$ cat src/sv/rycc_pkg.sv
// ----------------------------------------------------------------------------
// rycc_pkg
// Types and constants shared by the YCoCg-R 4:2:0 block converter.
// ----------------------------------------------------------------------------
package rycc_pkg;

   localparam int PixW  = 8;
   localparam int DiffW = PixW + 1;   // signed R-B, G-t
   localparam int PairW = DiffW + 1;  // sum of two differences
   localparam int SumW  = PairW + 1;  // sum of four differences
   localparam int Lanes = 4;          // pixels in a 2x2 block
   localparam logic [SumW-1:0] ChromaBias = SumW'(1024);

   typedef logic [PixW-1:0]         pix_type;
   typedef logic signed [DiffW-1:0] diff_type;
   typedef logic signed [PairW-1:0] pair_type;
   typedef logic signed [SumW-1:0]  sum_type;

   typedef struct packed {
      pix_type blue_tl;
      pix_type green_tl;
      pix_type red_tl;
      pix_type blue_tr;
      pix_type green_tr;
      pix_type red_tr;
      pix_type blue_bl;
      pix_type green_bl;
      pix_type red_bl;
      pix_type blue_br;
      pix_type green_br;
      pix_type red_br;
   } req_beat_type;

   typedef struct packed {
      pix_type luma_tl;
      pix_type luma_tr;
      pix_type luma_bl;
      pix_type luma_br;
      pix_type chroma_orange;
      pix_type chroma_green;
   } rsp_beat_type;

endpackage

$ cat src/sv/rycc_if.sv
// ----------------------------------------------------------------------------
// rycc_req_if / rycc_rsp_if
// Valid/ready channels carrying a pixel block beat and a result beat.
// ----------------------------------------------------------------------------
interface rycc_req_if import rycc_pkg::*; ();
   logic         valid;
   logic         ready;
   req_beat_type data;

   modport source (output valid, output data, input ready);
   modport sink   (input valid, input data, output ready);
endinterface

interface rycc_rsp_if import rycc_pkg::*; ();
   logic         valid;
   logic         ready;
   rsp_beat_type data;

   modport source (output valid, output data, input ready);
   modport sink   (input valid, input data, output ready);
endinterface

$ cat src/sv/rgb_to_ycocg_r_420_block_core.sv
// ----------------------------------------------------------------------------
// rgb_to_ycocg_r_420_block_core
// 2x2 block RGB to YCoCg-R converter with 4:2:0 chroma averaging.
// ----------------------------------------------------------------------------
// Usage:
//   req carries one 2x2 block of 8-bit B,G,R pixels per beat; rsp returns
//   four luma bytes and one Co/Cg pair per block, one result per request.
//   Four register stages: R-B; t and Cg; Y and pairwise chroma sums;
//   final chroma sum, bias and output register. An accepted req beat
//   passes through these stages in order before it shows on rsp.valid.
//   Throughput is one block per cycle while rsp.ready stays high, with the
//   pipeline advancing as it drains; each stage holds its own valid bit.
//   When rsp.ready is low, results collect in the stages; req.ready stays
//   high until all four stages are full, and nothing is dropped or
//   duplicated. Bubbles are squeezed out by the per-stage ready chain.
//   Reset (synchronous, active high) empties the pipeline.
// ----------------------------------------------------------------------------
module rgb_to_ycocg_r_420_block_core
   import rycc_pkg::*;
(
   input  logic        clock,
   input  logic        reset,
   rycc_req_if.sink    req,
   rycc_rsp_if.source  rsp
);

   // stage valids and ready chain
   logic v1_ff, v2_ff, v3_ff, v4_ff;
   logic rdy1, rdy2, rdy3, rdy4;

   assign rdy4 = !v4_ff || rsp.ready;
   assign rdy3 = !v3_ff || rdy4;
   assign rdy2 = !v2_ff || rdy3;
   assign rdy1 = !v1_ff || rdy2;
   assign req.ready = rdy1;

   // input lanes
   pix_type b_lane [Lanes];
   pix_type g_lane [Lanes];
   pix_type r_lane [Lanes];

   always_comb begin
      b_lane[0] = req.data.blue_tl;  g_lane[0] = req.data.green_tl;
      r_lane[0] = req.data.red_tl;
      b_lane[1] = req.data.blue_tr;  g_lane[1] = req.data.green_tr;
      r_lane[1] = req.data.red_tr;
      b_lane[2] = req.data.blue_bl;  g_lane[2] = req.data.green_bl;
      r_lane[2] = req.data.red_bl;
      b_lane[3] = req.data.blue_br;  g_lane[3] = req.data.green_br;
      r_lane[3] = req.data.red_br;
   end

   // stage 1: Co
   diff_type co1_ff [Lanes];
   diff_type co1_in [Lanes];
   pix_type  b1_ff  [Lanes];
   pix_type  g1_ff  [Lanes];

   // stage 2: t, Cg
   diff_type co2_ff [Lanes];
   diff_type cg2_ff [Lanes];
   diff_type cg2_in [Lanes];
   pix_type  t2_ff  [Lanes];
   pix_type  t2_in  [Lanes];

   // stage 3: Y, pair sums
   pix_type  y3_ff  [Lanes];
   pix_type  y3_in  [Lanes];
   pair_type co_pair3_ff [2];
   pair_type cg_pair3_ff [2];
   pair_type co_pair3_in [2];
   pair_type cg_pair3_in [2];

   // stage 4: output
   rsp_beat_type out4_ff, out4_in;
   sum_type      co_sum4, cg_sum4;
   logic [SumW-1:0] co_bias4, cg_bias4;

   always_comb begin
      diff_type t_w;
      diff_type y_w;
      t_w = '0;
      y_w = '0;
      for (int k = 0; k < Lanes; k++) begin
         co1_in[k] = $signed({1'b0, r_lane[k]}) - $signed({1'b0, b_lane[k]});
         t_w       = $signed({1'b0, b1_ff[k]}) + (co1_ff[k] >>> 1);
         t2_in[k]  = t_w[PixW-1:0];   // t lies between B and R
         cg2_in[k] = $signed({1'b0, g1_ff[k]}) - t_w;
         y_w       = $signed({1'b0, t2_ff[k]}) + (cg2_ff[k] >>> 1);
         y3_in[k]  = y_w[PixW-1:0];
      end
      for (int p = 0; p < 2; p++) begin
         co_pair3_in[p] = PairW'(co2_ff[2*p]) + PairW'(co2_ff[2*p+1]);
         cg_pair3_in[p] = PairW'(cg2_ff[2*p]) + PairW'(cg2_ff[2*p+1]);
      end
   end

   always_comb begin
      co_sum4  = SumW'(co_pair3_ff[0]) + SumW'(co_pair3_ff[1]);
      cg_sum4  = SumW'(cg_pair3_ff[0]) + SumW'(cg_pair3_ff[1]);
      // sums stay within -1020..1020, so the biased value is positive
      co_bias4 = co_sum4 + ChromaBias;
      cg_bias4 = cg_sum4 + ChromaBias;
      out4_in.luma_tl       = y3_ff[0];
      out4_in.luma_tr       = y3_ff[1];
      out4_in.luma_bl       = y3_ff[2];
      out4_in.luma_br       = y3_ff[3];
      out4_in.chroma_orange = co_bias4[SumW-1:3];
      out4_in.chroma_green  = cg_bias4[SumW-1:3];
   end

   always_ff @(posedge clock) begin
      if (reset) begin
         v1_ff <= 1'b0;
         v2_ff <= 1'b0;
         v3_ff <= 1'b0;
         v4_ff <= 1'b0;
      end else begin
         if (rdy1) v1_ff <= req.valid;
         if (rdy2) v2_ff <= v1_ff;
         if (rdy3) v3_ff <= v2_ff;
         if (rdy4) v4_ff <= v3_ff;
      end
   end

   always_ff @(posedge clock) begin
      if (rdy1) begin
         co1_ff <= co1_in;
         b1_ff  <= b_lane;
         g1_ff  <= g_lane;
      end
      if (rdy2) begin
         co2_ff <= co1_ff;
         cg2_ff <= cg2_in;
         t2_ff  <= t2_in;
      end
      if (rdy3) begin
         y3_ff       <= y3_in;
         co_pair3_ff <= co_pair3_in;
         cg_pair3_ff <= cg_pair3_in;
      end
      if (rdy4) begin
         out4_ff <= out4_in;
      end
   end

   assign rsp.valid = v4_ff;
   assign rsp.data  = out4_ff;

   // ------------------------------------------------------------------------
   // assertions
   // ------------------------------------------------------------------------
   a_reset_empty: assert property (@(posedge clock)
      reset |=> !rsp.valid)
      else $error("result valid right after reset");

   a_backpressure_full: assert property (@(posedge clock) disable iff (reset)
      !req.ready == (v1_ff && v2_ff && v3_ff && v4_ff && !rsp.ready))
      else $error("req.ready does not match pipeline occupancy");

   a_latency: assert property (@(posedge clock) disable iff (reset)
      (req.valid && req.ready) ##1 rsp.ready ##1 rsp.ready ##1 rsp.ready
      |=> rsp.valid)
      else $error("accepted block did not reach the output in four cycles");

endmodule
$ cat src/flat_wrapper.sv
// flat-port wrapper written by rule: the top's interface ports become plain ports
module rgb_to_ycocg_r_420_block_core_flat import rycc_pkg::*;
  (clock, reset, req_valid, req_data, req_ready, rsp_valid, rsp_data, rsp_ready);
  rycc_req_if req_i ();
  rycc_rsp_if rsp_i ();
  input  logic clock;
  input  logic reset;
  input wire logic [$bits(req_i.valid)-1:0] req_valid;
  input wire logic [$bits(req_i.data)-1:0] req_data;
  output wire logic [$bits(req_i.ready)-1:0] req_ready;
  output wire logic [$bits(rsp_i.valid)-1:0] rsp_valid;
  output wire logic [$bits(rsp_i.data)-1:0] rsp_data;
  input wire logic [$bits(rsp_i.ready)-1:0] rsp_ready;
  assign req_i.valid = req_valid;
  assign req_i.data = req_data;
  assign req_ready = req_i.ready;
  assign rsp_valid = rsp_i.valid;
  assign rsp_data = rsp_i.data;
  assign rsp_i.ready = rsp_ready;
  rgb_to_ycocg_r_420_block_core u_core (.clock(clock), .reset(reset), .req(req_i), .rsp(rsp_i));
endmodule
$ cat config.mk
export PLATFORM = sky130hd
export DESIGN_NAME = rgb_to_ycocg_r_420_block_core_flat
export DESIGN_NICKNAME = d
export VERILOG_FILES = /design/src/sv/rycc_pkg.sv /design/src/sv/rycc_if.sv /design/src/sv/rgb_to_ycocg_r_420_block_core.sv /design/src/flat_wrapper.sv
export SDC_FILE = /design/constraint.sdc
export NUM_CORES = 1
export LEC_CHECK = 0
export ABC_AREA = 1
export BUFFER_PORTS_ARGS = -buffer_cell sky130_fd_sc_hd__buf_2
export CORE_MARGIN = 3
export CORE_UTILIZATION = 48
export DETAILED_ROUTE_END_ITERATION = 8
export HOLD_SLACK_MARGIN = 0.12
export PLACE_DENSITY = 0.63
export SYNTH_ARGS = -nofsm -noshare
export SYNTH_HDL_FRONTEND = slang
export SYNTH_SLANG_ARGS = --single-unit
$ cat constraint.sdc
create_clock -name clock -period 8.9 [get_ports clock]
set_input_delay 1.335 -clock clock [delete_from_list [all_inputs] [get_ports clock]]
set_output_delay 1.335 -clock clock [all_outputs]
set_load 0.05 [all_outputs]
==> results by group <==
Drt
  • Router iterations before antenna repair: 5
  • # DRC: 0
  • Routed WL: 31710 um
  • Vias per cell: 4.974
  • WL per Instance: 14.91 um
  • DR vias: 10580
  • DRT iter0 DRCs: 500
  • Antenna Nets Post-Route: 0

Floorplan
  • Core ar.: 35050 um2
  • Initial core utilization: 0.4935
  • Die span in x: 195.8 um
  • Num rows: 68
  • Die area: 38350 um2
  • Io pins: 150
  • Die H: 195.8 um

Power and ir drop
  • P_leak: 9.137 nW
  • PD cells: 376.0 nW/um2
  • Peak VDD IR: 0.3005 mV

Placement
  • Worst slack, placed: 4.242 ns
  • # port buffers: 149
  • GPL Wtd Cong: 0.8927
  • Detailed placement HPWL: 24780 um
  • Post-Place Cell Area: 18650 um2

Yosys
  • Synth Area in XOR/XNOR: 0.06734
  • Commonest cells in the netlist: edfxtp_1 (324), inv_1 (222), ha_1 (185), nand2_1 (180), a21oi_1 (125)
  • Async SR Flop Fraction: 0
  • Count leader, synth: edfxtp_1
  • Syn_nets: 1760
  • Simple-gate area share of the yosys netlist: 0.09576
  • Cell taking the most area after synthesis: edfxtp_1
  • Unique masters post-synth: 30
  • Largest family of logic cells by synthesized area: adder cells
  • Avg Synthesized Cell Area: 11.89 um2
  • Syn Inst Count: 1455
  • Dominant synthesized flop cell: edfxtp_1
  • Synth Area in Compound Gates: 0.06452
  • Syn. warnings: 0
  • Yosys reg bits: 328
  • Synth Cell Area: 17300 um2
  • Register area share after synthesis: 0.5670
  • Synth Area in Adders: 0.1570
  • Post-synthesis mux area share: 0
  • Ranking of synthesized cells by area: edfxtp_1 (56%), ha_1 (13%), xor2_1 (5.0%), inv_1 (4.8%), nand2_1 (3.9%)
  • Yosys top cell area share: 0.5624
  • Number of synthesized flops with an enable pin: 324

Critical path
  • CP max FO: 55
  • WP data arrival: 3.29 ns
  • CP Class: in -> out
  • Crit path launch type: input port
  • Crit end category: primary output
  • Critical Path RT: 7.57 ns

Timing
  • Final period util: 0.5198
  • Fin. Hold Viols: 0
  • Least-Margin Pin Slew: 0.9097 ns
  • FMAX: 216.2 MHz
  • # setup viols final: 0
  • Final setup margin: 4.274 ns
  • RSZ-0062 raised after global routing: false
  • Final Skew: 0.01444 ns
  • Final setup TNS: 0 ns
  • Final Max Tran Viols: 0
  • Max_slew headroom: 0.3935
  • Fin crit period: 4.626 ns

Clock tree
  • Hold buffer count at cts: 0
  • Num CTS Buffers: 36
  • CTS tree: built
  • Max H-tree Level: 2
  • Clock Tree Root: clkbuf_16
  • CTS clk-pin slew, worst paths: 0.05 ns
  • Setup Fix Bufs, Post-CTS: 0
  • CTS sink cnt: 328
  • Clock Path Buffers: 3
  • Skew-Pair Late Insertion Delay: 0.52 ns
  • CTS-repair resized insts: 0

Final layout
  • Design area: 19830 um2
  • Filler cells: 3016
  • Number of diodes: 0
  • Ratio of cells with drive above 1 in the final layout: 0.1429
  • Area growth from synthesis to layout: 14.64%
  • Nets: 1951

GRT
  • First-pass GRT wire length: 51670 um
  • Total global routing overflow: 0
  • Pin count of the biggest net entering global routing: 74
  • Total track usage: 0.1671
  • Initial antenna violation count: 1
  • Number of global-route vias before repair: 10240

Flow run
  • Max Cap Viol: 0

Outcome
  • Status: completed

Worst hold path
  • Hold Path Class: reg -> reg
-- per-stage QoR --
step                cells    util  total power [mW]  hold slack (ns)
floorplan            1455       -             5.227           0.4003
global placement     2063  0.5321             5.938           0.4008
detailed placement   2063  0.5321             6.021           0.4045
CTS                  2127  0.5657             7.536           0.4145
global route         2127  0.5657             8.058           0.4215
finish               2127  0.5657             7.457           0.4139
-- logic make-up after synthesis --
kind of cell             count (synthesis)
AND/OR/NAND/NOR                        365
buffers and inverters                  223
adder cells (fa/ha/maj)                205
flip-flops                             328
XOR/XNOR                               133
AO/OA/AOI/OAI                          201
-- worst max-delay path, stage by stage --
cell     delay, ns
buf_2         0.09
nor2_1        0.12
inv_2         0.04
buf_4         0.32
nor2_1        0.19
inv_2         0.05
nor2_1        0.23
nand2_4       0.43
buf_2         0.40
-- routing by layer --
metal	up-vias	GRT usage	wire length, um
met5	-	0	0
met3	57	0.01992	1248
met4	0	0.05598	895
li1	5474	-	-
met2	189	0.2663	14420
met1	4860	0.2399	15140
-- final timing paths --
path,cells after the start,start,end,slack (ns)
worst max register to register,9,u_core.rsp.valid,u_core.co2_ff[1],5.82
worst min-delay path,0,u_core.out4_in[32],u_core.rsp.data[32],0.41
worst max-delay path,9,rsp_ready,req_ready,4.27
worst min register to register,0,u_core.out4_in[32],u_core.rsp.data[32],0.41
-- registers in the layout, summed over array words and instances (netlist names) --
register	count
u_core.b1_ff	32
u_core.cg2_ff	36
u_core.cg_pair3_ff	20
u_core.co1_ff	36
u_core.co2_ff	36
u_core.co_pair3_ff	20
u_core.g1_ff	32
u_core.out4_in	32
u_core.rsp.data	48
u_core.rsp.valid	1
u_core.t2_ff	32
u_core.v1_ff	1
u_core.v2_ff	1
u_core.v3_ff	1
-- power breakdown --
group	internal, mW	switching (mW)	leakage (nW)
Sequential	2.53	0.244	3.47
Combinational	1.19	2.01	5.09
Clock	0.908	0.570	0.582
-- cell type report --
cell class                      instances  area, um2  area share
Sequential cell                       328       9809      0.4946
Multi-Input combinational cell        904       6660      0.3358
Clock buffer                           46      959.7     0.04839
Inverter                              223      838.3     0.04227
Timing Repair Buffer                  153      775.7     0.03912
Tap cell                              455      569.3     0.02871
Clock inverter                         18      219.0     0.01104
-- cell usage in the layout, fill, tap and decap left out, drive strengths merged, types with 4 or more instances in the layout --
cell type / netlist / final
a21o: 9 / 9
a21oi: 126 / 126
a31oi: 5 / 5
buf: 0 / 153
bufinv: 0 / 5
clkbuf: 0 / 46
clkinv: 0 / 12
dfxtp: 4 / 4
edfxtp: 324 / 324
fa: 20 / 20
ha: 185 / 185
inv: 223 / 224
nand2: 190 / 190
nand3: 84 / 84
nand4: 28 / 28
nor2: 60 / 60
o211ai: 15 / 15
o21ai: 32 / 32
o21bai: 10 / 10
xnor2: 34 / 34
xor2: 99 / 99
Power figures use the tool's default switching activity.
